--- config.mk ---
export PLATFORM = sky130hd
export DESIGN_NAME = segi_div
export DESIGN_NICKNAME = d
export VERILOG_FILES = /design/src/segi_pkg.sv /design/src/segi_div.sv
export SDC_FILE = /design/constraint.sdc
export NUM_CORES = 2
export LEC_CHECK = 0
export BUFFER_PORTS_ARGS = -buffer_cell sky130_fd_sc_hd__buf_2
export CORE_ASPECT_RATIO = 1.1
export CORE_MARGIN = 1
export CORE_UTILIZATION = 60
export DETAILED_ROUTE_END_ITERATION = 8
export PLACE_DENSITY = 0.75
export SYNTH_ARGS = -nofsm -noshare
export SYNTH_HDL_FRONTEND = slang
export SYNTH_SLANG_ARGS = --single-unit
--- constraint.sdc ---
create_clock -name clk -period 6.65 [get_ports clk]
set_input_delay 0.3325 -clock clk [delete_from_list [all_inputs] [get_ports clk]]
set_output_delay 0.3325 -clock clk [all_outputs]
set_load 0.02 [all_outputs]
--- src/segi_pkg.sv ---
`timescale 1ns / 1ps
`default_nettype none
package segi_pkg;

	localparam logic [1:0] ST_NONE  = 2'd0;
	localparam logic [1:0] ST_HIT   = 2'd1;
	localparam logic [1:0] ST_TOUCH = 2'd2;

	localparam logic [1:0] REG_SIDE     = 2'd0;
	localparam logic [1:0] REG_TOUCH    = 2'd1;
	localparam logic [1:0] REG_PARALLEL = 2'd2;

	localparam int COORD_W = 16;
	localparam int CFG_W   = 32;
	// |numerator| below 2^50, |determinant| below 2^34
	localparam int NUM_W   = 51;
	localparam int DEN_W   = 35;
	localparam int ACC_W   = NUM_W + 1;
	localparam int QUO_W   = 16;
	// operand stage + one stage per quotient bit + saturation stage
	localparam int DIV_LAT = QUO_W + 2;

	localparam logic signed [QUO_W-1:0] SAT_POS = 16'sh7FFF;
	localparam logic signed [QUO_W-1:0] SAT_NEG = 16'sh8000;

endpackage
`default_nettype wire

--- src/segi_div.sv ---
`timescale 1ns / 1ps
`default_nettype none
module segi_div import segi_pkg::*; (
	input  wire logic                    clk,
	input  wire logic                    en,
	input  wire logic [NUM_W-1:0]        num,
	input  wire logic [DEN_W-1:0]        den,
	input  wire logic                    neg,
	output logic signed [QUO_W-1:0]      quo
);

	logic [NUM_W-1:0] rem_s [0:QUO_W];
	logic [QUO_W-1:0] quo_s [0:QUO_W];
	logic [DEN_W-1:0] den_s [0:QUO_W];
	logic             neg_s [0:QUO_W];
	logic             ovf_s [0:QUO_W];
	logic signed [QUO_W-1:0] res_q;
	logic [QUO_W:0]   qm;

	always_ff @(posedge clk) begin
		if (en) begin
			rem_s[0] <= num;
			quo_s[0] <= '0;
			den_s[0] <= den;
			neg_s[0] <= neg;
			// quotient of 2^16 or more saturates either way
			ovf_s[0] <= ACC_W'(num) >= (ACC_W'(den) << QUO_W);
		end
	end

	for (genvar k = 0; k < QUO_W; k++) begin : g_step
		logic [ACC_W-1:0] sh;
		logic [ACC_W-1:0] diff;
		logic             take;
		assign sh   = ACC_W'(den_s[k]) << (QUO_W - 1 - k);
		assign diff = ACC_W'(rem_s[k]) - sh;
		assign take = ACC_W'(rem_s[k]) >= sh;

		always_ff @(posedge clk) begin
			if (en) begin
				rem_s[k+1] <= take ? diff[NUM_W-1:0] : rem_s[k];
				quo_s[k+1] <= quo_s[k] | (QUO_W'(take) << (QUO_W - 1 - k));
				den_s[k+1] <= den_s[k];
				neg_s[k+1] <= neg_s[k];
				ovf_s[k+1] <= ovf_s[k];
			end
		end
	end

	assign qm = ovf_s[QUO_W] ? {1'b1, QUO_W'(0)} : {1'b0, quo_s[QUO_W]};

	always_ff @(posedge clk) begin
		if (en) begin
			if (neg_s[QUO_W])
				res_q <= (qm >= {2'b01, (QUO_W-1)'(0)}) ? SAT_NEG : -$signed(qm[QUO_W-1:0]);
			else
				res_q <= (qm > {2'b00, {(QUO_W-1){1'b1}}}) ? SAT_POS : $signed(qm[QUO_W-1:0]);
		end
	end

	assign quo = res_q;

endmodule
`default_nettype wire

# == Word-level counts from Yosys, hierarchy flattened ==
# Memory sizes are Yosys's and may differ from the RTL's.
# Index checks and enable logic that the tools add are counted.
# classes
muxes,22
bitwise,16
addsub,17
n_lt_le_gt_ge,19
# ops
cell,n
two-way mux 51 bit,16
>= comparator 51 x 35 -> 1 bit,1
>= comparator 51 x 36 -> 1 bit,1
>= comparator 51 x 37 -> 1 bit,1
>= comparator 51 x 38 -> 1 bit,1
>= comparator 51 x 39 -> 1 bit,1
>= comparator 51 x 40 -> 1 bit,1
>= comparator 51 x 41 -> 1 bit,1
>= comparator 51 x 42 -> 1 bit,1
>= comparator 51 x 43 -> 1 bit,1
>= comparator 51 x 44 -> 1 bit,1
>= comparator 51 x 45 -> 1 bit,1
>= comparator 51 x 46 -> 1 bit,1
>= comparator 51 x 47 -> 1 bit,1
>= comparator 51 x 48 -> 1 bit,1
>= comparator 51 x 49 -> 1 bit,1
>= comparator 51 x 50 -> 1 bit,1
>= comparator 51 bit,1
subtractor 51 x 35 -> 51 bit,1
subtractor 51 x 36 -> 51 bit,1
subtractor 51 x 37 -> 51 bit,1
subtractor 51 x 38 -> 51 bit,1
subtractor 51 x 39 -> 51 bit,1
subtractor 51 x 40 -> 51 bit,1
other kinds (32),35
# word_totals
wordCells,80
regBits,16
output_inout_bits,16
input_bits,89
n_memories,5
ram_bits,1768
# mem_list
memory,depth,word_bits,read_ports,rd_ports_with_merged_regs,wr,line_no,source
rem_s,17,51,16,0,17,segi_div.sv:12,logic [NUM_W-1:0] rem_s [0:QUO_W];
den_s,17,35,16,0,17,segi_div.sv:14,logic [DEN_W-1:0] den_s [0:QUO_W];
quo_s,17,16,17,0,17,segi_div.sv:13,logic [QUO_W-1:0] quo_s [0:QUO_W];
neg_s,17,1,17,0,17,segi_div.sv:15,logic neg_s [0:QUO_W];
ovf_s,17,1,17,0,17,segi_div.sv:16,logic ovf_s [0:QUO_W];

# == Depth between registers and ports, before layout ==
# An unclocked memory read counts as a cell.
# logic_depth
ltp_word,5
mapped_depth,16
ltp_nobuf,14

# == Least setup slack after synthesis ==
# Ideal clock, no wire load.
# synth_path
kind,register -> register
start,"memory rem_s[8][7], in the netlist rem_s[0][415]"
end,"memory rem_s[9][44], in the netlist rem_s[0][503], data pin"
t_arrival_ns,3.269
path_stages_with_launch,16
setup_ns,0.271
n_path_buf,1
period_less_slack_ns,3.540
t_required_ns,6.379
slack_ns,3.110
path_cell_list,edfxtp_1 > inv_1 > ha_1 > inv_1 > fa_1 > a211oi_1 > o21ai_1 > a21oi_1 > a21oi_1 > a311oi_1 > o21ai_1 > a21oi_1 > or2_2 > clkbuf_1 > nor4_1 > xor2_1
# synth_lines
item,line_no
start: declaration,segi_div.sv:12

==> impl_metrics.json <==
{
  "synth-seq-cells": 1562,
  "syn2layout_area_growth_pct": 10.2,
  "synthFlopType": "edfxtp_1",
  "grt_pass1_vias": 63385,
  "status": "finished with violations",
  "grt_usage_pct": 31.1,
  "grt_max_degree": 181,
  "grt_pass1_wl_microns": 354000,
  "fp.dieH_microns": 404,
  "maxCapViolations": 0,
  "h-tree-depth": 4,
  "antenna_left": 0,
  "seq_area_sq_um": 46900,
  "numCtsBuffers": 164,
  "syn-num-nets": 8881,
  "whs_ps": -45.7,
  "core-area_sq_um": 146000,
  "cp_top_family": "compound AO/OA/AOI/OAI gates",
  "synthCells": 8180,
  "drive_gt1_share_pct": 6.29,
  "fin_nets": 9037,
  "cts_tree": "built",
  "holdCritStartpoint": "en",
  "synth_common_cells": "edfxtp_1, nand2_1, inv_1",
  "synth.area.top_cells": "edfxtp_1, ha_1, a21oi_1",
  "viasPerCell": 6.06,
  "synth_compound_area_share_pct": 15.8,
  "grt_remaining_overflow": 0,
  "fmax_mhz": 205,
  "cp-end-kind": "register",
  "yosys.area_share.simple_pct": 11.5,
  "dp_hpwl_microns": 179000,
  "ir_drop_mv": 0.283,
  "worst_clock_skew_ps": 51.8,
  "dieArea_sq_um": 149000,
  "rsz0062_at_grt": "no",
  "antenna_found_initial": 2,
  "yosys.area.top_type": "edfxtp_1",
  "chipWidth_microns": 368,
  "critPathRequiredTime_ps": 7230,
  "async_flop_share_pct": 0,
  "powerDensity_nw_per_um2": 436,
  "finalSetupViolations": 0,
  "ys_types": 97,
  "finalWorstPathRequiredPeriod_ps": 4880,
  "yosys_warnings": 0,
  "hold_class": "in2reg",
  "timing.final.crit_share_pct": 73.3,
  "wl_per_cell_microns": 22.3,
  "num-fill-cells": 10932,
  "synth_xor_area_share_pct": 5.61,
  "maxSlewHeadroom_pct": 16.8,
  "synth_top_cell_area_share_pct": 53.1,
  "finalWeightedCongestion": 1.03,
  "io_pins": 105,
  "violations": "negative hold slack",
  "synth-edff-count": 1562,
  "syn_area_per_cell_sq_um": 10.8,
  "finalSetupTns_ps": 0,
  "cts-root-buf": "clkbuf_16",
  "critical_path_buf_inv_count": 3,
  "synth_fa_ha_area_share_pct": 8.80,
  "initial_utilization_pct": 60.5,
  "synth_mux_area_share_pct": 0.846,
  "vias": 63062,
  "drt_wl_total_microns": 232000,
  "hold_violations": 7,
  "syn_area_sq_um": 88300,
  "synth.most_common_cell": "edfxtp_1",
  "drt_iter0_drc": 4655,
  "num_rows": 147,
  "cts.sinks": 1562,
  "cellLeakagePower_uw": 0.0388,
  "seq_area_frac_synth_pct": 53.1,
  "crit_chain": "inv_1 > ha_1 > inv_1 > fa_1 > a211oi_1 > o21ai_1 > a21oi_1 > a21oi_1 > a311oi_1 > o21ai_1 > a21oi_4 > buf_12 > mux2_2",
  "slowest_stage": "a311oi_1",
  "multi_input_area_sq_um": 37700,
  "rr_startpoint": "rem_s[0][415]$_DFFE_PP_",
  "clockBufferDepth": 3,
  "synth_top_family_by_area": "compound AO/OA/AOI/OAI gates",
  "slowest_delay_ps": 810,
  "crit_start": "rem_s[0][415]$_DFFE_PP_",
  "clk_pin_slew_ps": 60,
  "portBuffers": 104,
  "criticalPathCategory": "reg2reg",
  "drv_slew": 0,
  "worst_slew_pin_slew_ps": 1240,
  "drcViolationCount": 0,
  "clkLatencyLatePin_ps": 840,
  "arrival_ps": 5460,
  "startpoint_type": "register",
  "cts_setup_buffers": 0,
  "cp_max_fo": 52,
  "utilization_pct": 66.6,
  "drt_pass1_iterations": 6
}
## flip-flops by register name, indices dropped and copies added (netlist names)
name   cells
rem_s    816
ovf_s     17
den_s    560
quo_s    136
neg_s     17
quo       16
## power breakdown
part | internal (uW) | switching [uW] | leakage, uW
Combinational | 6980 | 10300 | 0.0210
Clock | 5260 | 3980 | 0.00261
Sequential | 14100 | 1820 | 0.0151
Total | 26300 | 16100 | 0.0388
## layout make-up
cell class / instances / area share, %
sequential: 1562 / 48.2
multi-input combinational: 5607 / 38.7
antenna: 4 / 0.0103
inverter: 752 / 2.90
tap: 1937 / 2.49
clock inverter: 100 / 1.28
timing repair buffer: 249 / 2.01
clock buffer: 194 / 4.36
## stage by stage
step / power [uW] / worst slack (ps) / cells / cell area, sq um
after global routing: 44800 / 1630 / 10401 / 97300
after global placement: 32700 / 1910 / 10020 / 90900
after CTS: 42300 / 1840 / 10401 / 97300
after floorplan: 27800 / 3110 / 8180 / 88300
after detailed placement: 33000 / 1870 / 10020 / 90900
final: 42400 / 1770 / 10405 / 97300
## what timing repair did
action | CTS | global route
gates resized for setup | 0 | 0
hold buffers | 87 | 0
endpoints found under the setup margin | 0 | 0
hold endpoints to repair | 87 | 0
## cells by family (layout without fill, tap and decap cells)
logic type	count (synthesis)	count (layout)
compound gates	2250	2250
other cells	0	4
flops	1562	1562
xor+xnor	566	566
simple gates	2113	2113
buf+inv	1011	1295
fa+ha+maj	612	612
mux	66	66
## final timing paths
check,cells after the start,slack (ps),endpoint
worst max-delay path,13,1770,rem_s[0][467]$_DFFE_PP_
worst min-delay path,1,-50,rem_s[0][48]$_DFFE_PP_
worst max register to register,13,1770,rem_s[0][467]$_DFFE_PP_
worst min register to register,0,400,den_s[0][442]$_DFFE_PP_
## metal layers
layer  wire length [microns]  vias to the layer above  GRT usage [%]
met5                       0                        -              0
met3                    9140                      663           3.65
li1                        -                    30278              -
met2                  124000                     1997           59.5
met4                   21300                        0           24.4
met1                   78200                    30124           30.0
## placed cells by master (no fill, tap or decap), types with 29 or more instances in the layout
cell type	n
ha_1	597
o21bai_1	83
a31oi_1	63
o211ai_1	37
nand3_1	141
inv_1	748
dlygate4sd3_1	87
or3_1	52
mux2_2	54
clkbuf_16	165
and3_1	60
nor2_1	416
clkbuf_1	29
o21ai_0	633
nor3_1	133
buf_4	49
edfxtp_1	1562
nor2b_1	63
a211oi_1	51
nand4_1	123
a21o_1	345
xor2_1	275
nand2_1	784
a21oi_1	648
and2_1	31
buf_2	103
nor4_1	74
xnor2_1	291
o31ai_1	49
o21a_1	66
nand2b_1	83
Note: power is estimated with default switching activity, not from simulation.
